<file path="config.mk">
export PLATFORM = sky130hd
export DESIGN_NAME = image_pixel_deglitch_filter_flat
export DESIGN_NICKNAME = d
export VERILOG_FILES = /design/src/rtl/core/ipdf_pkg.sv /design/src/rtl/core/ipdf_pix_if.sv /design/src/rtl/core/ipdf_res_if.sv /design/src/rtl/core/ipdf_datapath.sv /design/src/rtl/core/ipdf_ctrl.sv /design/src/rtl/core/image_pixel_deglitch_filter.sv /design/src/flat_wrapper.sv
export SDC_FILE = /design/constraint.sdc
export NUM_CORES = 1
export LEC_CHECK = 0
export BUFFER_PORTS_ARGS = -buffer_cell sky130_fd_sc_hd__buf_2
export CAP_MARGIN = 0
export CORE_MARGIN = 1.5
export CORE_UTILIZATION = 40
export CTS_CLUSTER_SIZE = 8
export DETAILED_ROUTE_END_ITERATION = 7
export MAX_ROUTING_LAYER = met4
export SYNTH_ARGS = -nofsm -noshare
export SYNTH_HDL_FRONTEND = slang
export SYNTH_SLANG_ARGS = --single-unit
</file>
<file path="constraint.sdc">
create_clock -name i_clk -period 7 [get_ports i_clk]
set_clock_uncertainty 0.15 [all_clocks]
set_input_delay 0.7 -clock i_clk [delete_from_list [all_inputs] [get_ports i_clk]]
set_output_delay 0.7 -clock i_clk [all_outputs]
set_load 0.01 [all_outputs]
</file>
<file path="src/rtl/core/ipdf_pkg.sv">
`timescale 1ns / 1ps
// ---------------------------------------------------------------------------
// ipdf_pkg
// Shared types, constants and helpers of the isolated pixel deglitch filter.
// ---------------------------------------------------------------------------
package ipdf_pkg;

    localparam int LVL_W     = 4;   // gray level width
    localparam int POS_W     = 6;   // internal row / column counters
    localparam int OUT_POS_W = 5;   // row / column fields of a result word
    localparam int CFG_W     = 6;   // widest configuration register
    localparam int CFG_IDX_W = 1;
    localparam int SUM_W     = 6;   // sum of up to four levels
    localparam int CNT_W     = 3;   // up to four neighbors

    localparam logic [CFG_W-1:0] CFG_W_RESET = 6'd30;
    localparam logic [CFG_W-1:0] CFG_H_RESET = 6'd20;

    // scaled reciprocal of 6 (2 * 3) for the rounded mean of three neighbors
    localparam logic [7:0] RECIP3    = 8'd171;
    localparam int         RECIP3_SH = 10;

    typedef enum logic [CFG_IDX_W-1:0] {
        CFG_WIDTH  = 1'b0,
        CFG_HEIGHT = 1'b1
    } t_cfg_idx;

    typedef enum logic [2:0] {
        TAP_CTR = 3'd0,
        TAP_UP  = 3'd1,
        TAP_DN  = 3'd2,
        TAP_LF  = 3'd3,
        TAP_RT  = 3'd4
    } t_tap;

    typedef struct packed {
        logic                 wr_en;
        logic                 rd_en;
        t_tap                 tap;
        logic [1:0]           slot;
        logic [POS_W-1:0]     col;
        logic                 load_out;
        logic [OUT_POS_W-1:0] out_row;
        logic [OUT_POS_W-1:0] out_col;
        logic                 out_done;
    } t_dp_cmd;

    typedef struct packed {
        logic out_free;
    } t_dp_stat;

    function automatic logic [1:0] slot_prev(input logic [1:0] s);
        return (s == 2'd0) ? 2'd2 : s - 2'd1;
    endfunction

    function automatic logic [1:0] slot_next(input logic [1:0] s);
        return (s == 2'd2) ? 2'd0 : s + 2'd1;
    endfunction

endpackage

</file>
<file path="src/rtl/core/ipdf_pix_if.sv">
`timescale 1ns / 1ps
// ---------------------------------------------------------------------------
// ipdf_pix_if
// Input pixel channel: valid / ready with one gray level per word.
// ---------------------------------------------------------------------------
interface ipdf_pix_if;
    logic                      valid;
    logic                      ready;
    logic [ipdf_pkg::LVL_W-1:0] pixel_level;

    modport source (output valid, output pixel_level, input ready);
    modport sink   (input valid, input pixel_level, output ready);
endinterface

</file>
<file path="src/rtl/core/ipdf_res_if.sv">
`timescale 1ns / 1ps
// ---------------------------------------------------------------------------
// ipdf_res_if
// Result channel: filtered level with its row, column and end-of-frame flag.
// ---------------------------------------------------------------------------
interface ipdf_res_if;
    logic                           valid;
    logic                           ready;
    logic [ipdf_pkg::LVL_W-1:0]     filtered_level;
    logic [ipdf_pkg::OUT_POS_W-1:0] out_row;
    logic [ipdf_pkg::OUT_POS_W-1:0] out_col;
    logic                           frame_done;

    modport source (output valid, output filtered_level, output out_row,
                    output out_col, output frame_done, input ready);
    modport sink   (input valid, input filtered_level, input out_row,
                    input out_col, input frame_done, output ready);
endinterface

</file>
<file path="src/rtl/core/ipdf_datapath.sv">
`timescale 1ns / 1ps
// ---------------------------------------------------------------------------
// ipdf_datapath
// Three-row line store, neighbor accumulation, rounded mean and result register.
// ---------------------------------------------------------------------------
module ipdf_datapath #(
    parameter int MAX_COLS = 32
) (
    input  logic                       i_clk,
    input  logic                       i_rst_n,
    input  ipdf_pkg::t_dp_cmd          i_cmd,
    output ipdf_pkg::t_dp_stat         o_stat,
    input  logic [ipdf_pkg::LVL_W-1:0] i_pixel_level,
    ipdf_res_if.source                 o_res
);
    import ipdf_pkg::*;

    localparam int DEPTH = 3 * MAX_COLS;
    localparam int AW    = $clog2(DEPTH);

    logic [LVL_W-1:0] r_row_store [DEPTH];
    logic [AW-1:0]    addr;

    logic [LVL_W-1:0] r_rd_data;
    logic             r_rd_vld;
    t_tap             r_rd_tap;

    logic [LVL_W-1:0] r_ctr;
    logic [SUM_W-1:0] r_sum;
    logic [CNT_W-1:0] r_cnt;
    logic             r_pass;

    logic [LVL_W-1:0] diff;
    logic [6:0]       twice_plus;
    logic [14:0]      prod3;
    logic [6:0]       sum_p1;
    logic [6:0]       sum_p2;
    logic [LVL_W-1:0] result;

    logic                 r_out_valid;
    logic [LVL_W-1:0]     r_out_level;
    logic [OUT_POS_W-1:0] r_out_row;
    logic [OUT_POS_W-1:0] r_out_col;
    logic                 r_out_done;

    always_comb begin
        case (i_cmd.slot)
            2'd1:    addr = AW'(MAX_COLS) + AW'(i_cmd.col);
            2'd2:    addr = AW'(2 * MAX_COLS) + AW'(i_cmd.col);
            default: addr = AW'(i_cmd.col);
        endcase
    end

    always_ff @(posedge i_clk) begin
        if (i_cmd.wr_en) begin
            r_row_store[addr] <= i_pixel_level;
        end
        if (i_cmd.rd_en) begin
            r_rd_data <= r_row_store[addr];
        end
        r_rd_tap <= i_cmd.tap;
    end

    assign diff = (r_rd_data > r_ctr) ? r_rd_data - r_ctr : r_ctr - r_rd_data;

    always_ff @(posedge i_clk) begin
        if (!i_rst_n) begin
            r_rd_vld <= 1'b0;
        end else begin
            r_rd_vld <= i_cmd.rd_en;
        end
    end

    // accumulate far neighbors, one store word per cycle
    always_ff @(posedge i_clk) begin
        if (r_rd_vld) begin
            if (r_rd_tap == TAP_CTR) begin
                r_ctr  <= r_rd_data;
                r_sum  <= '0;
                r_cnt  <= '0;
                r_pass <= 1'b0;
            end else if (diff <= LVL_W'(1)) begin
                r_pass <= 1'b1;
            end else begin
                r_sum <= r_sum + SUM_W'(r_rd_data);
                r_cnt <= r_cnt + CNT_W'(1);
            end
        end
    end

    // floor((2*sum + n) / (2*n))
    assign twice_plus = {1'b0, r_sum} + {1'b0, r_sum} + 7'(r_cnt);
    assign prod3      = 15'(twice_plus) * 15'(RECIP3);
    assign sum_p1     = {1'b0, r_sum} + 7'd1;
    assign sum_p2     = {1'b0, r_sum} + 7'd2;

    always_comb begin
        result = r_ctr;
        if (!r_pass) begin
            case (r_cnt)
                3'd1:    result = r_sum[LVL_W-1:0];
                3'd2:    result = sum_p1[LVL_W:1];
                3'd3:    result = prod3[RECIP3_SH+LVL_W-1:RECIP3_SH];
                3'd4:    result = sum_p2[LVL_W+1:2];
                default: result = r_ctr;
            endcase
        end
    end

    always_ff @(posedge i_clk) begin
        if (!i_rst_n) begin
            r_out_valid <= 1'b0;
        end else if (i_cmd.load_out) begin
            r_out_valid <= 1'b1;
        end else if (o_res.ready) begin
            r_out_valid <= 1'b0;
        end
    end

    always_ff @(posedge i_clk) begin
        if (i_cmd.load_out) begin
            r_out_level <= result;
            r_out_row   <= i_cmd.out_row;
            r_out_col   <= i_cmd.out_col;
            r_out_done  <= i_cmd.out_done;
        end
    end

    assign o_stat.out_free     = !r_out_valid || o_res.ready;
    assign o_res.valid          = r_out_valid;
    assign o_res.filtered_level = r_out_level;
    assign o_res.out_row        = r_out_row;
    assign o_res.out_col        = r_out_col;
    assign o_res.frame_done     = r_out_done;

endmodule

</file>
<file path="src/rtl/core/ipdf_ctrl.sv">
`timescale 1ns / 1ps
// ---------------------------------------------------------------------------
// ipdf_ctrl
// Frame counters, configuration registers and the per-pixel read sequencer.
// ---------------------------------------------------------------------------
module ipdf_ctrl #(
    parameter int MAX_COLS = 32,
    parameter int MAX_ROWS = 32
) (
    input  logic                           i_clk,
    input  logic                           i_rst_n,
    input  logic                           i_cfg_we,
    input  logic [ipdf_pkg::CFG_IDX_W-1:0] i_cfg_idx,
    input  logic [ipdf_pkg::CFG_W-1:0]     i_cfg_data,
    input  logic                           i_in_valid,
    output logic                           o_in_ready,
    output ipdf_pkg::t_dp_cmd              o_cmd,
    input  ipdf_pkg::t_dp_stat             i_stat
);
    import ipdf_pkg::*;

    typedef enum logic [1:0] {
        S_IDLE,
        S_READ,
        S_WAIT,
        S_EMIT
    } t_state;

    t_state           r_state;
    logic [CFG_W-1:0] r_cfg_w;
    logic [CFG_W-1:0] r_cfg_h;

    // position of the next input word
    logic [POS_W-1:0] r_col;
    logic [POS_W-1:0] r_row;
    logic [1:0]       r_slot;

    // pixel being filtered
    logic [POS_W-1:0] r_jcol;
    logic [POS_W-1:0] r_jrow;
    logic [1:0]       r_jslot;
    logic             r_flush;
    t_tap             r_step;

    // final row, flushed after the last word of the frame
    logic             r_last;
    logic [POS_W-1:0] r_frow;
    logic [1:0]       r_fslot;

    logic [POS_W-1:0] eff_w;
    logic [POS_W-1:0] eff_h;
    logic             col_end;
    logic             row_end;

    always_comb begin
        if (r_cfg_w < POS_W'(2)) begin
            eff_w = POS_W'(2);
        end else if (r_cfg_w > POS_W'(MAX_COLS)) begin
            eff_w = POS_W'(MAX_COLS);
        end else begin
            eff_w = r_cfg_w;
        end
        if (r_cfg_h < POS_W'(2)) begin
            eff_h = POS_W'(2);
        end else if (int'(r_cfg_h) > MAX_ROWS) begin
            eff_h = POS_W'(MAX_ROWS);
        end else begin
            eff_h = r_cfg_h;
        end
    end

    assign col_end    = (r_col == eff_w - POS_W'(1));
    assign row_end    = (r_row == eff_h - POS_W'(1));
    assign o_in_ready = (r_state == S_IDLE);

    always_ff @(posedge i_clk) begin
        if (!i_rst_n) begin
            r_state <= S_IDLE;
            r_cfg_w <= CFG_W_RESET;
            r_cfg_h <= CFG_H_RESET;
            r_col   <= '0;
            r_row   <= '0;
            r_slot  <= 2'd0;
            r_last  <= 1'b0;
            r_flush <= 1'b0;
            r_step  <= TAP_CTR;
        end else if (i_cfg_we) begin
            unique case (t_cfg_idx'(i_cfg_idx))
                CFG_WIDTH:  r_cfg_w <= i_cfg_data;
                CFG_HEIGHT: r_cfg_h <= i_cfg_data;
            endcase
            r_col  <= '0;
            r_row  <= '0;
            r_slot <= 2'd0;
        end else begin
            unique case (r_state)
                S_IDLE: begin
                    if (i_in_valid) begin
                        if (col_end) begin
                            r_col <= '0;
                            if (row_end) begin
                                r_row  <= '0;
                                r_slot <= 2'd0;
                            end else begin
                                r_row  <= r_row + POS_W'(1);
                                r_slot <= slot_next(r_slot);
                            end
                        end else begin
                            r_col <= r_col + POS_W'(1);
                        end
                        r_last  <= col_end && row_end;
                        r_frow  <= r_row;
                        r_fslot <= r_slot;
                        // the pixel above this one is now complete
                        if (r_row != '0) begin
                            r_jrow  <= r_row - POS_W'(1);
                            r_jcol  <= r_col;
                            r_jslot <= slot_prev(r_slot);
                            r_flush <= 1'b0;
                            r_step  <= TAP_CTR;
                            r_state <= S_READ;
                        end
                    end
                end
                S_READ: begin
                    unique case (r_step)
                        TAP_CTR: r_step <= TAP_UP;
                        TAP_UP:  r_step <= TAP_DN;
                        TAP_DN:  r_step <= TAP_LF;
                        TAP_LF:  r_step <= TAP_RT;
                        default: r_state <= S_WAIT;
                    endcase
                end
                S_WAIT: begin
                    r_state <= S_EMIT;
                end
                S_EMIT: begin
                    if (i_stat.out_free) begin
                        r_step <= TAP_CTR;
                        if (!r_flush && r_last) begin
                            r_flush <= 1'b1;
                            r_jrow  <= r_frow;
                            r_jslot <= r_fslot;
                            r_jcol  <= '0;
                            r_state <= S_READ;
                        end else if (r_flush && (r_jcol + POS_W'(1) < eff_w)) begin
                            r_jcol  <= r_jcol + POS_W'(1);
                            r_state <= S_READ;
                        end else begin
                            r_state <= S_IDLE;
                        end
                    end
                end
            endcase
        end
    end

    always_comb begin
        o_cmd          = '0;
        o_cmd.tap      = r_step;
        o_cmd.slot     = r_jslot;
        o_cmd.col      = r_jcol;
        o_cmd.out_row  = OUT_POS_W'(r_jrow);
        o_cmd.out_col  = OUT_POS_W'(r_jcol);
        o_cmd.out_done = r_flush && (r_jcol == eff_w - POS_W'(1));
        unique case (r_state)
            S_IDLE: begin
                o_cmd.wr_en = i_in_valid && !i_cfg_we;
                o_cmd.slot  = r_slot;
                o_cmd.col   = r_col;
            end
            S_READ: begin
                // absent neighbors are not read
                unique case (r_step)
                    TAP_CTR: o_cmd.rd_en = 1'b1;
                    TAP_UP: begin
                        o_cmd.rd_en = (r_jrow != '0);
                        o_cmd.slot  = slot_prev(r_jslot);
                    end
                    TAP_DN: begin
                        o_cmd.rd_en = (r_jrow + POS_W'(1) < eff_h);
                        o_cmd.slot  = slot_next(r_jslot);
                    end
                    TAP_LF: begin
                        o_cmd.rd_en = (r_jcol != '0);
                        o_cmd.col   = r_jcol - POS_W'(1);
                    end
                    default: begin
                        o_cmd.rd_en = (r_jcol + POS_W'(1) < eff_w);
                        o_cmd.col   = r_jcol + POS_W'(1);
                    end
                endcase
            end
            S_WAIT: begin
                o_cmd.rd_en = 1'b0;
            end
            S_EMIT: begin
                o_cmd.load_out = i_stat.out_free;
            end
        endcase
    end

endmodule

</file>
<file path="src/rtl/core/image_pixel_deglitch_filter.sv">
`timescale 1ns / 1ps
// ---------------------------------------------------------------------------
// image_pixel_deglitch_filter
// Streaming four-neighbor isolated pixel deglitch over a raster frame.
// ---------------------------------------------------------------------------
// Pixels enter in raster order and each result word leaves one row late with
// its row, column and an end-of-frame flag. A pixel with a present up, down,
// left or right neighbor within one level of it passes; otherwise it becomes
// the rounded mean of its present neighbors. Every word is written into the
// three-row line store; each word after the first row then starts a result:
// reads of the pixel above it and its present neighbors through the single
// read port of the line store, a settle state, and a hand-off to the output
// register that waits while the output stalls. The last word of a frame also
// flushes the final row. The input is not ready again until its results are
// handed off. A configuration write restarts the frame position.
// ---------------------------------------------------------------------------
module image_pixel_deglitch_filter #(
    parameter int MAX_COLS = 32,
    parameter int MAX_ROWS = 32
) (
    input  logic                           i_clk,
    input  logic                           i_rst_n,
    input  logic                           i_cfg_we,
    input  logic [ipdf_pkg::CFG_IDX_W-1:0] i_cfg_idx,
    input  logic [ipdf_pkg::CFG_W-1:0]     i_cfg_data,
    ipdf_pix_if.sink                       i_pix,
    ipdf_res_if.source                     o_res
);
    import ipdf_pkg::*;

    t_dp_cmd  cmd;
    t_dp_stat stat;

    ipdf_ctrl #(
        .MAX_COLS (MAX_COLS),
        .MAX_ROWS (MAX_ROWS)
    ) u_ctrl (
        .i_clk      (i_clk),
        .i_rst_n    (i_rst_n),
        .i_cfg_we   (i_cfg_we),
        .i_cfg_idx  (i_cfg_idx),
        .i_cfg_data (i_cfg_data),
        .i_in_valid (i_pix.valid),
        .o_in_ready (i_pix.ready),
        .o_cmd      (cmd),
        .i_stat     (stat)
    );

    ipdf_datapath #(
        .MAX_COLS (MAX_COLS)
    ) u_datapath (
        .i_clk         (i_clk),
        .i_rst_n       (i_rst_n),
        .i_cmd         (cmd),
        .o_stat        (stat),
        .i_pixel_level (i_pix.pixel_level),
        .o_res         (o_res)
    );

endmodule
</file>
<file path="src/flat_wrapper.sv">
// flat-port wrapper written by rule: the top's interface ports become plain ports
module image_pixel_deglitch_filter_flat import ipdf_pkg::*;
#(
    parameter int MAX_COLS = 32,
    parameter int MAX_ROWS = 32
)
  (i_clk, i_rst_n, i_cfg_we, i_cfg_idx, i_cfg_data, i_pix_valid, i_pix_pixel_level, i_pix_ready, o_res_valid, o_res_filtered_level, o_res_out_row, o_res_out_col, o_res_frame_done, o_res_ready);
  ipdf_pix_if i_pix_i ();
  ipdf_res_if o_res_i ();
  input  logic i_clk;
  input  logic i_rst_n;
  input  logic i_cfg_we;
  input  logic [ipdf_pkg::CFG_IDX_W-1:0] i_cfg_idx;
  input  logic [ipdf_pkg::CFG_W-1:0] i_cfg_data;
  input wire logic [$bits(i_pix_i.valid)-1:0] i_pix_valid;
  input wire logic [$bits(i_pix_i.pixel_level)-1:0] i_pix_pixel_level;
  output wire logic [$bits(i_pix_i.ready)-1:0] i_pix_ready;
  output wire logic [$bits(o_res_i.valid)-1:0] o_res_valid;
  output wire logic [$bits(o_res_i.filtered_level)-1:0] o_res_filtered_level;
  output wire logic [$bits(o_res_i.out_row)-1:0] o_res_out_row;
  output wire logic [$bits(o_res_i.out_col)-1:0] o_res_out_col;
  output wire logic [$bits(o_res_i.frame_done)-1:0] o_res_frame_done;
  input wire logic [$bits(o_res_i.ready)-1:0] o_res_ready;
  assign i_pix_i.valid = i_pix_valid;
  assign i_pix_i.pixel_level = i_pix_pixel_level;
  assign i_pix_ready = i_pix_i.ready;
  assign o_res_valid = o_res_i.valid;
  assign o_res_filtered_level = o_res_i.filtered_level;
  assign o_res_out_row = o_res_i.out_row;
  assign o_res_out_col = o_res_i.out_col;
  assign o_res_frame_done = o_res_i.frame_done;
  assign o_res_i.ready = o_res_ready;
  image_pixel_deglitch_filter #(.MAX_COLS(MAX_COLS), .MAX_ROWS(MAX_ROWS)) u_core (.i_clk(i_clk), .i_rst_n(i_rst_n), .i_cfg_we(i_cfg_we), .i_cfg_idx(i_cfg_idx), .i_cfg_data(i_cfg_data), .i_pix(i_pix_i), .o_res(o_res_i));
endmodule
</file>
==> impl_metrics.py, run 1 <==
metrics = {
    "status": {
        "outcome": "finished clean",
    },
    "floorplan": {
        "core-area_sq_mm": 0.05245,
        "die_height_um": 233.1,
        "pin_count": 33,
        "dieArea_sq_mm": 0.05435,
        "rows": 84,
        "start_util_pct": 40.39,
        "chipWidth_um": 233.1,
    },
    "logic_synthesis": {
        "syn_nets": 1669,
        "async_flop_share_pct": 0,
        "syn_inst": 1555,
        "synth.yosys.seq_area_share_pct": 65.82,
        "yosys_warnings": 0,
        "synth.distinct_cells": 72,
        "synth.cell_area_sq_mm": 0.02118,
        "synth_area_per_cell_sq_um": 13.62,
        "ys.flop_type": "edfxtp_1",
        "synth_edf_count": 439,
        "synth-seq-cells": 477,
    },
    "worst_setup_path": {
        "worstPathRequired_ns": 7.16,
        "worstPathCellList": "ha_1, fa_1, nand3_1, xor2_1, inv_1, ha_1, inv_1, fa_1, fa_1, inv_1, fa_1, ha_1, nor3_1, o21ai_0, a31o_2, a211o_1, a221oi_1, a21oi_1",
        "critPathTopFamily": "adder cells",
        "critical_path_arrival_ns": 5.64,
        "path_max_fanout": 5,
        "critPathSlowestCell": "fa_1",
        "crit_path_max_incr_delay_ns": 0.49,
        "crit_path_end_kind": "register",
        "cp-start-kind": "register",
        "crit_type": "reg2reg",
        "worst_path_most_repeated_cell": "fa_1",
        "path_buf_inv": 3,
    },
    "place": {
        "hpwl_um": 30890,
        "port_buffers": 32,
        "gp_congestion": 0.8297,
    },
    "timing": {
        "finalCriticalPeriod_ns": 5.485,
        "slew_viol_final": 0,
        "worstMarginPinSlew_ns": 1.100,
        "setup_viol": 0,
        "rsz0062_at_grt": "false",
        "tns_ns": 0,
        "relSlewSlack_pct": 26.64,
        "fin_crit_sh_pct": 78.36,
        "fin_hold_ws_ns": 0.1959,
        "max_freq_ghz": 0.1823,
        "final-hold-violation-count": 0,
    },
    "detailed_routing": {
        "ant_nets": 0,
        "wl_per_cell_um": 22.29,
        "drc": 0,
        "vias_per_cell": 5.755,
        "drt_pass1_iterations": 7,
        "vias": 13290,
        "routed_wl_um": 51490,
        "drt_iter0_drc": 1310,
    },
    "global_routing": {
        "grt_pass1_vias": 13430,
        "grt_max_degree": 97,
        "grt_pass1_wl_um": 78940,
        "overflow": 0,
        "antenna_found_initial": 0,
        "gr-usage-all-layers_pct": 19.78,
    },
    "clock_tree": {
        "cts-resized-gates": 0,
        "clock-sinks": 477,
        "cts_max_path_buffers": 3,
        "clock_latency_ns": 0.60,
        "post_cts_buffers": 0,
        "cts-root-buf": "clkbuf_16",
        "numCtsBuffers": 70,
        "ctsHoldBuffers": 0,
        "tritoncts": "done",
        "clkSlewWorstSetupHoldPaths_ns": 0.05,
        "cts_htree_levels": 3,
    },
    "cells_and_area": {
        "nNetsFinal": 1711,
        "area_delta_synth_final_pct": 13.21,
        "fin_util_pct": 45.72,
        "antenna_cells": 0,
        "layout-drive-gt1-share_pct": 9.125,
    },
    "min_path": {
        "hp-class": "in2reg",
    },
    "power_and_ir_drop": {
        "power_leakage_nw": 8.101,
        "power.density_mw_per_mm2": 263.6,
        "ir_worst_vdd_mv": 0.2675,
        "power.total_mw": 6.320,
    },
    "flow_run": {
        "maxCapViolations": 0,
    },
}
-- where the power goes --
part           switching, mW  internal (mW)  total [mW]
Combinational          0.116         0.0501       0.166
Clock                   1.19           1.84        3.03
Sequential           0.00676           3.12        3.13
-- cell type report --
| cell class | count | area [sq um] |
|---|---|---|
| Sequential cell | 477 | 13940 |
| Multi-Input combinational cell | 919 | 6628 |
| Timing Repair Buffer | 51 | 302.8 |
| Clock inverter | 7 | 105.1 |
| Tap cell | 688 | 860.8 |
| Clock buffer | 90 | 1848 |
| Inverter | 78 | 292.8 |
| Fill cell | 4635 | 28460 |
-- through the flow --
| step | cells | instance area [sq um] | setup slack, ns |
|---|---|---|---|
| floorplan | 1555 | 21180 | 1.920 |
| finish | 2310 | 23980 | 1.515 |
| global route | 2310 | 23980 | 1.145 |
| detailed placement | 2213 | 22030 | 1.481 |
| CTS | 2310 | 23980 | 1.459 |
| global placement | 2213 | 22030 | 1.628 |
-- worst paths after layout --
path / startpoint / endpoint / slack [ns] / cells past startpoint
max reg2reg: u_core.u_datapath.r_sum[0] / u_core.u_datapath.o_res.filtered_level[1] / 1.51 / 18
min: i_cfg_data[3] / u_core.u_ctrl.r_cfg_w[3] / 0.20 / 3
min reg2reg: u_core.u_ctrl.r_cfg_w[0] / u_core.u_ctrl.r_cfg_w[0] / 0.33 / 2
max: u_core.u_datapath.r_sum[0] / u_core.u_datapath.o_res.filtered_level[1] / 1.51 / 18
-- cell usage in the layout (no fill, tap or decap), types with 32 or more instances in the layout --
| master | synthesis | final |
|---|---|---|
| edfxtp_1 | 439 | 439 |
| a22oi_1 | 154 | 154 |
| nor2_1 | 146 | 146 |
| ha_1 | 85 | 85 |
| nand2_1 | 81 | 81 |
| inv_1 | 77 | 77 |
| clkbuf_16 | 0 | 71 |
| a22o_1 | 43 | 43 |
| dfxtp_1 | 38 | 38 |
| o21ai_0 | 34 | 34 |
| a21oi_1 | 32 | 32 |
| buf_2 | 28 | 32 |
-- logic make-up after synthesis --
| kind of cell | Yosys count | share of synthesized area (%) |
|---|---|---|
| AOI/OAI and AO/OA | 391 | 14.06 |
| muxes | 7 | 0.3485 |
| DFF | 477 | 65.82 |
| xor gates and xnor gates | 51 | 2.239 |
| adders and majority gates | 98 | 6.249 |
| buffers and inverters | 159 | 3.036 |
| and+or+nand+nor | 372 | 8.246 |
-- synthesized netlist by cell type (all sizes together), types with 5 or more instances --
cell type	count	area [sq um]
a21o	9	67.56
a21oi	32	160.2
a221o	8	80.08
a221oi	7	78.83
a22o	43	376.6
a22oi	154	1156
a31oi	5	31.28
a41o	19	190.2
a41oi	18	157.7
and2	11	71.32
and3	13	81.33
buf	33	170.2
clkbuf	48	180.2
dfxtp	38	760.7
edfxtp	439	13180
fa	13	260.3
ha	85	1064
inv	77	289.0
nand2	81	304.0
nand2b	15	96.34
nand3	30	150.1
nand4	10	62.56
nor2	146	548.0
nor2b	17	106.4
nor3	17	85.08
nor4	7	43.79
o2111ai	5	43.79
o21a	10	75.07
o21ai	35	175.2
o22ai	9	56.30
o41ai	13	113.9
xnor2	27	236.5
xor2	22	192.7
-- flip-flops by register name (all words and copies together) (netlist names), 2 cells and up --
register,flops
u_core.u_datapath.r_row_store,384
u_core.u_ctrl.r_cfg_h,6
u_core.u_ctrl.r_cfg_w,6
u_core.u_ctrl.r_col,6
u_core.u_ctrl.r_frow,6
u_core.u_ctrl.r_jcol,6
u_core.u_ctrl.r_jrow,6
u_core.u_ctrl.r_row,6
u_core.u_datapath.r_sum,6
u_core.u_datapath.o_res.out_col,5
u_core.u_datapath.o_res.out_row,5
u_core.u_datapath.o_res.filtered_level,4
u_core.u_datapath.r_ctr,4
u_core.u_datapath.r_rd_data,4
u_core.u_ctrl.r_step,3
u_core.u_datapath.r_cnt,3
u_core.u_datapath.r_rd_tap,3
u_core.u_ctrl.r_fslot,2
u_core.u_ctrl.r_jslot,2
u_core.u_ctrl.r_slot,2
u_core.u_ctrl.r_state,2
-- per-layer routing --
layer	up-vias	global-route usage [%]	part of all wire (%)
li1	6086	-	-
met4	0	6.371	2.6
met1	6594	26.18	44
met5	-	-	0
met2	522	30.57	46
met3	92	3.979	7.0
-- worst register-to-register path, stage by stage (launching register included) --
cell	delay, ns
edfxtp_1	0.46
ha_1	0.27
fa_1	0.42
nand3_1	0.11
xor2_1	0.36
inv_1	0.16
ha_1	0.31
inv_1	0.05
fa_1	0.41
fa_1	0.49
inv_1	0.05
fa_1	0.45
ha_1	0.22
nor3_1	0.18
o21ai_0	0.19
a31o_2	0.27
a211o_1	0.30
a221oi_1	0.25
a21oi_1	0.10
No activity file was read; power rests on OpenSTA's default activity.
==> run 2: changes to the inputs <==
--- a/config.mk
+++ b/config.mk
@@ -5,6 +5,7 @@
 export SDC_FILE = /design/constraint.sdc
 export NUM_CORES = 1
 export LEC_CHECK = 0
+export ABC_AREA = 1
 export BUFFER_PORTS_ARGS = -buffer_cell sky130_fd_sc_hd__buf_2
 export CAP_MARGIN = 0
 export CORE_MARGIN = 1.5
==> constraint.sdc (replaced) <==
create_clock -name i_clk -period 4.7 [get_ports i_clk]
set_clock_uncertainty 0.15 [all_clocks]
set_input_delay 0.47 -clock i_clk [delete_from_list [all_inputs] [get_ports i_clk]]
set_output_delay 0.47 -clock i_clk [all_outputs]
set_load 0.01 [all_outputs]
==> impl_metrics.py, run 2 <==
metrics = {
    "cells_and_area": {
        "area_delta_synth_final_pct": 12.80,
        "nNetsFinal": 2711,
        "fillers": 5529,
        "multi_input_area_sq_mm": 0.008748,
        "final_common_cell": "nand2_1",
        "register_area_sq_mm": 0.01394,
        "regMostFlops": "u_core.u_datapath.r_row_store",
        "antenna_cells": 0,
        "layout-drive-gt1-share_pct": 8.579,
        "largest_reg_flops": 384,
        "final_cell_mix": "1080 x nand2_1, 439 x edfxtp_1, 180 x nand3_1",
    },
    "logic_synthesis": {
        "ys.flop_type": "edfxtp_1",
        "synth.cell_area_sq_mm": 0.02375,
        "syn_nets": 2664,
        "synth-seq-cells": 477,
        "yosys-top-cells-count": "1087 x nand2_1, 439 x edfxtp_1, 182 x nand3_1",
        "synth.yosys.seq_area_share_pct": 58.71,
        "syn_inst": 2550,
        "yosysTopAreaCell": "edfxtp_1",
        "synth.distinct_cells": 49,
        "synth_edf_count": 439,
        "synth_area_per_cell_sq_um": 9.314,
        "synthTopCellsByArea": "edfxtp_1 56%, nand2_1 17%, ha_1 4.5%",
        "synth_top_area_share_pct": 55.51,
        "async_flop_share_pct": 0,
        "yosysMostFrequentCell": "nand2_1",
        "yosys_warnings": 0,
    },
    "worst_setup_path": {
        "critical_path_arrival_ns": 4.84,
        "crit_type": "reg2reg",
        "critPathTopFamily": "adder cells",
        "path_max_fanout": 3,
        "critPathSlowestCell": "fa_1",
        "crit_path_end_kind": "register",
        "path_buf_inv": 3,
        "cp-start-kind": "register",
        "worst_path_most_repeated_cell": "nand2_1",
        "crit_path_max_incr_delay_ns": 0.53,
        "worstPathRequired_ns": 4.88,
    },
    "status": {
        "outcome": "finished clean",
    },
    "floorplan": {
        "dieArea_sq_mm": 0.06085,
        "start_util_pct": 40.39,
        "core-area_sq_mm": 0.05880,
        "pin_count": 33,
        "die_height_um": 246.7,
        "chipWidth_um": 246.7,
        "rows": 89,
    },
    "power_and_ir_drop": {
        "ir_worst_vdd_mv": 0.2688,
        "power_leakage_nw": 11.18,
        "power.density_mw_per_mm2": 429.4,
        "power.total_mw": 11.50,
    },
    "clock_tree": {
        "clkSlewWorstSetupHoldPaths_ns": 0.05,
        "cts_htree_levels": 3,
        "clock_latency_ns": 0.61,
        "numCtsBuffers": 69,
        "tritoncts": "done",
        "clock-sinks": 477,
        "cts_max_path_buffers": 3,
        "cts-root-buf": "clkbuf_16",
    },
    "place": {
        "hpwl_um": 36700,
        "dpl_worst_slack_ns": -0.1465,
        "gp_congestion": 0.8652,
        "port_buffers": 32,
    },
    "timing": {
        "fin_crit_sh_pct": 99.10,
        "final-hold-violation-count": 0,
        "max_freq_ghz": 0.2147,
        "finalCriticalPeriod_ns": 4.658,
        "slew_viol_final": 0,
        "setup_viol": 0,
        "rsz0062_at_grt": "true",
        "worstMarginPinSlew_ns": 1.006,
        "worst_slack_ns": 0.04221,
        "relSlewSlack_pct": 32.92,
    },
    "detailed_routing": {
        "drc": 0,
        "vias_per_cell": 5.113,
        "drt_pass1_iterations": 5,
        "wl_per_cell_um": 17.09,
        "routed_wl_um": 57840,
        "vias": 17300,
        "drt_iter0_drc": 1320,
        "ant_nets": 0,
    },
    "global_routing": {
        "gr-usage-all-layers_pct": 19.96,
        "grt_pass1_wl_um": 91990,
        "overflow": 0,
        "grt_max_degree": 209,
        "antenna_found_initial": 0,
        "grt_pass1_vias": 17300,
    },
    "flow_run": {
        "maxCapViolations": 0,
    },
    "min_path": {
        "hp-class": "in2reg",
    },
}
## run 2: worst paths after layout
kind              slack, ns                       start  depth (start not counted)                                         to
hold reg to reg        0.28     u_core.u_ctrl.r_step[1]                          0              u_core.u_datapath.r_rd_tap[1]
hold / removal         0.03               i_cfg_data[5]                          3                   u_core.u_ctrl.r_cfg_w[5]
setup reg to reg       0.04  u_core.u_datapath.r_sum[1]                         25  u_core.u_datapath.o_res.filtered_level[3]
setup / recovery       0.04  u_core.u_datapath.r_sum[1]                         25  u_core.u_datapath.o_res.filtered_level[3]
## run 2: worst reg2reg max path, delay by kind of cell, from the launching register on
family          cells  cell delay, ns
compound gates      2            0.10
xor+xnor            1            0.20
fa+ha+maj           6            2.34
buf+inv             3            0.16
flops               1            0.43
simple gates       13            1.01
## run 2: cell type report
type,instances,area share (%)
clock buffers,80,6.679
flip-flops and latches,477,52.05
inverters,160,2.242
clock inverters,5,0.3830
well taps,773,3.610
repair buffers,87,2.387
multi-input cells,1802,32.65
## run 2: metal layers
layer | GRT usage (%) | share of wire [%] | wire length [um] | vias to the layer above
li1 | - | - | - | 8486
met1 | 25.43 | 45 | 25870 | 8242
met2 | 32.18 | 47 | 27050 | 457
met3 | 3.668 | 5.7 | 3294 | 117
met4 | 6.528 | 2.8 | 1629 | 0
met5 | - | 0 | 0 | -
## run 2: cell families after synthesis
group / after synthesis / share of synthesized area [%]
xor+xnor: 32 / 1.180
flops: 477 / 58.71
simple gates: 1501 / 25.36
mux: 1 / 0.04215
compound gates: 170 / 3.967
buf+inv: 271 / 5.168
fa+ha+maj: 98 / 5.574
## run 2: repair_timing
action | CTS | global route
endpoints found under the setup margin | 4 | 4
pin swaps | 23 | 22
hold buffers | 5 | 0
gates cloned | 0 | 0
endpoints found under the hold margin | 8 | 0
resized for setup | 12 | 20
buffers inserted | 2 | 2
## run 2: per-stage QoR
| stage | hold slack (ns) | setup TNS (ns) | instance area [sq um] | utilization [%] | cells |
|---|---|---|---|---|---|
| floorplan | 0.2229 | 0 | 23750 | - | 2550 |
| global placement | 0.2446 | -0.08378 | 24680 | 41.98 | 3290 |
| detailed placement | 0.2509 | -0.3104 | 24680 | 41.98 | 3290 |
| CTS | 0.006319 | -0.05238 | 26700 | 45.41 | 3382 |
| global route | 0.05150 | -0.7531 | 26790 | 45.57 | 3384 |
| finish | 0.03341 | 0 | 26790 | 45.57 | 3384 |
## run 2: power by group
part / internal (mW) / switching [mW] / leakage, nW
Sequential: 4.70 / 0.0325 / 4.25
Combinational: 0.709 / 1.64 / 6.00
Clock: 2.67 / 1.75 / 0.919
Total: 8.08 / 3.42 / 11.2
==> run 3: changes to the inputs <==
--- a/config.mk
+++ b/config.mk
@@ -13,6 +13,7 @@
 export CTS_CLUSTER_SIZE = 8
 export DETAILED_ROUTE_END_ITERATION = 7
 export MAX_ROUTING_LAYER = met4
+export RECOVER_POWER = 100
 export SYNTH_ARGS = -nofsm -noshare
 export SYNTH_HDL_FRONTEND = slang
 export SYNTH_SLANG_ARGS = --single-unit
==> impl_metrics.py, run 3 (synthesized netlist as in run 2, its figures left out) <==
metrics = {
    "floorplan": {
        "pin_count": 33,
        "chipWidth_um": 246.7,
        "start_util_pct": 40.39,
        "core-area_sq_mm": 0.05880,
        "rows": 89,
        "dieArea_sq_mm": 0.06085,
        "die_height_um": 246.7,
    },
    "worst_setup_path": {
        "cp-start-kind": "register",
        "reg2reg_depth": 25,
        "crit_path_end_kind": "register",
        "worstPathRequired_ns": 4.88,
        "path_max_fanout": 3,
        "worstReg2RegStart": "u_core.u_datapath.r_sum[1]",
        "critPathSlowestCell": "fa_1",
        "worst_path_most_repeated_cell": "nand2_1",
        "r2r_slack_ns": 0.04,
        "crit_type": "reg2reg",
        "crit-reg2reg-capture": "u_core.u_datapath.o_res.filtered_level[3]",
        "crit_path_max_incr_delay_ns": 0.53,
        "critical_path_arrival_ns": 4.84,
    },
    "cells_and_area": {
        "antenna_cells": 0,
        "largest_reg_flops": 384,
        "layout-drive-gt1-share_pct": 6.932,
        "regMostFlops": "u_core.u_datapath.r_row_store",
        "area_delta_synth_final_pct": 12.17,
        "stdcell_area_sq_mm": 0.02664,
        "finalNonFillerCells": 3384,
        "final_common_cell": "nand2_1",
        "fillers": 5556,
        "final_cell_mix": "1089 x nand2_1, 439 x edfxtp_1, 180 x nand3_1",
        "nNetsFinal": 2711,
    },
    "place": {
        "placed_cells": 3290,
        "post_dp_cell_area_sq_mm": 0.02468,
        "port_buffers": 32,
        "hpwl_um": 36700,
        "gp_congestion": 0.8652,
        "dpl_worst_slack_ns": -0.1465,
    },
    "min_path": {
        "holdPathStages": 3,
        "hold_end": "u_core.u_ctrl.r_cfg_w[5]",
        "hp-class": "in2reg",
        "holdCritStartpoint": "i_cfg_data[5]",
    },
    "power_and_ir_drop": {
        "ir_worst_vdd_mv": 0.2696,
        "power_leakage_nw": 11.03,
        "power.density_mw_per_mm2": 431.3,
    },
    "timing": {
        "final-hold-violation-count": 0,
        "finalCriticalPeriod_ns": 4.658,
        "worstMarginPinSlew_ns": 2.948,
        "fin_hold_ws_ns": 0.03435,
        "slew_viol_final": 308,
        "fin_crit_sh_pct": 99.12,
        "rsz0062_at_grt": "true",
        "max_freq_ghz": 0.2147,
        "relSlewSlack_pct": -96.54,
        "setup_viol": 0,
        "worst_slack_ns": 0.04159,
    },
    "global_routing": {
        "grt_max_degree": 209,
        "grt_pass1_wl_um": 91990,
        "gr-usage-all-layers_pct": 19.96,
        "grt_pass1_vias": 17300,
        "antenna_found_initial": 0,
        "overflow": 0,
    },
    "clock_tree": {
        "cts-root-buf": "clkbuf_16",
        "tritoncts": "done",
        "clkSlewWorstSetupHoldPaths_ns": 0.05,
        "numCtsBuffers": 69,
        "clock-sinks": 477,
        "clock_latency_ns": 0.61,
        "cts_max_path_buffers": 3,
        "cts_htree_levels": 3,
    },
    "status": {
        "outcome": "finished, violations left",
        "violations": "capacitance limit, slew limit",
    },
    "detailed_routing": {
        "routed_wl_um": 58000,
        "drt_iter0_drc": 1297,
        "ant_nets": 0,
        "drt_pass1_iterations": 7,
        "drc": 0,
        "vias": 17360,
        "wl_per_cell_um": 17.14,
        "vias_per_cell": 5.129,
    },
    "flow_run": {
        "maxCapViolations": 7,
    },
}
run 3: through the flow:
step | power, mW | util (%) | TNS [ns]
2_1_floorplan | 6.444 | - | 0
3_3_place_gp | 7.061 | 41.98 | -0.08378
3_5_place_dp | 7.084 | 41.98 | -0.3104
4_1_cts | 11.56 | 45.41 | -0.05238
5_1_grt | 12.05 | 45.31 | -1.494
6_report | 11.49 | 45.31 | 0
run 3: layer usage:
layer | vias to the layer above | part of all wire [%] | GRT usage, %
met3 | 120 | 5.8 | 3.668
met5 | - | 0 | -
met2 | 503 | 46 | 32.18
met1 | 8245 | 45 | 25.43
met4 | 0 | 3.0 | 6.528
li1 | 8487 | - | -
run 3: timing repair:
item / in CTS / in global routing
buffers inserted: 2 / 2
setup endpoints to repair: 4 / 4
gates resized for setup: 12 / 20
endpoints found under the hold margin: 8 / 0
hold buffers: 5 / 0
pin swaps: 23 / 22
run 3: cell type report:
class,count,area (sq um),area share (%)
clock buffer,80,1789,6.716
clock inverter,5,102.6,0.3851
inverter,160,600.6,2.254
multi-input combinational,1802,8682,32.59
sequential,477,13940,52.34
tap,773,967.2,3.630
timing repair buffer,87,556.8,2.090
run 3: worst max-delay path by stage:
stage,from,to,slack (ns),cells after the start
floorplan,u_core.u_datapath.r_sum[1],u_core.u_datapath.o_res.filtered_level[3],0.04,25
global placement,u_core.u_datapath.r_sum[1],u_core.u_datapath.o_res.filtered_level[3],-0.08,25
detailed placement,u_core.u_datapath.r_sum[1],u_core.u_datapath.o_res.filtered_level[3],-0.15,25
CTS,u_core.u_datapath.r_sum[1],u_core.u_datapath.o_res.filtered_level[3],-0.05,25
global route,u_core.u_datapath.r_sum[1],u_core.u_datapath.o_res.filtered_level[0],-0.21,21
finish,u_core.u_datapath.r_sum[1],u_core.u_datapath.o_res.filtered_level[3],0.04,25
run 3: worst max-delay path: cells and delay by family (launching register included):
family / cells / cell delay (ns)
and+or+nand+nor: 13 / 1.01
AOI/OAI and AO/OA: 2 / 0.10
xor gates and xnor gates: 1 / 0.20
DFF: 1 / 0.43
adders and majority gates: 6 / 2.34
buffers and inverters: 3 / 0.16
run 3: report_power, final:
group	internal (mW)	switching [mW]	leakage [nW]	total (mW)
Sequential	4.71	0.0329	4.25	4.74
Combinational	0.700	1.63	5.86	2.33
Clock	2.67	1.75	0.919	4.42
Total	8.08	3.41	11.0	11.5
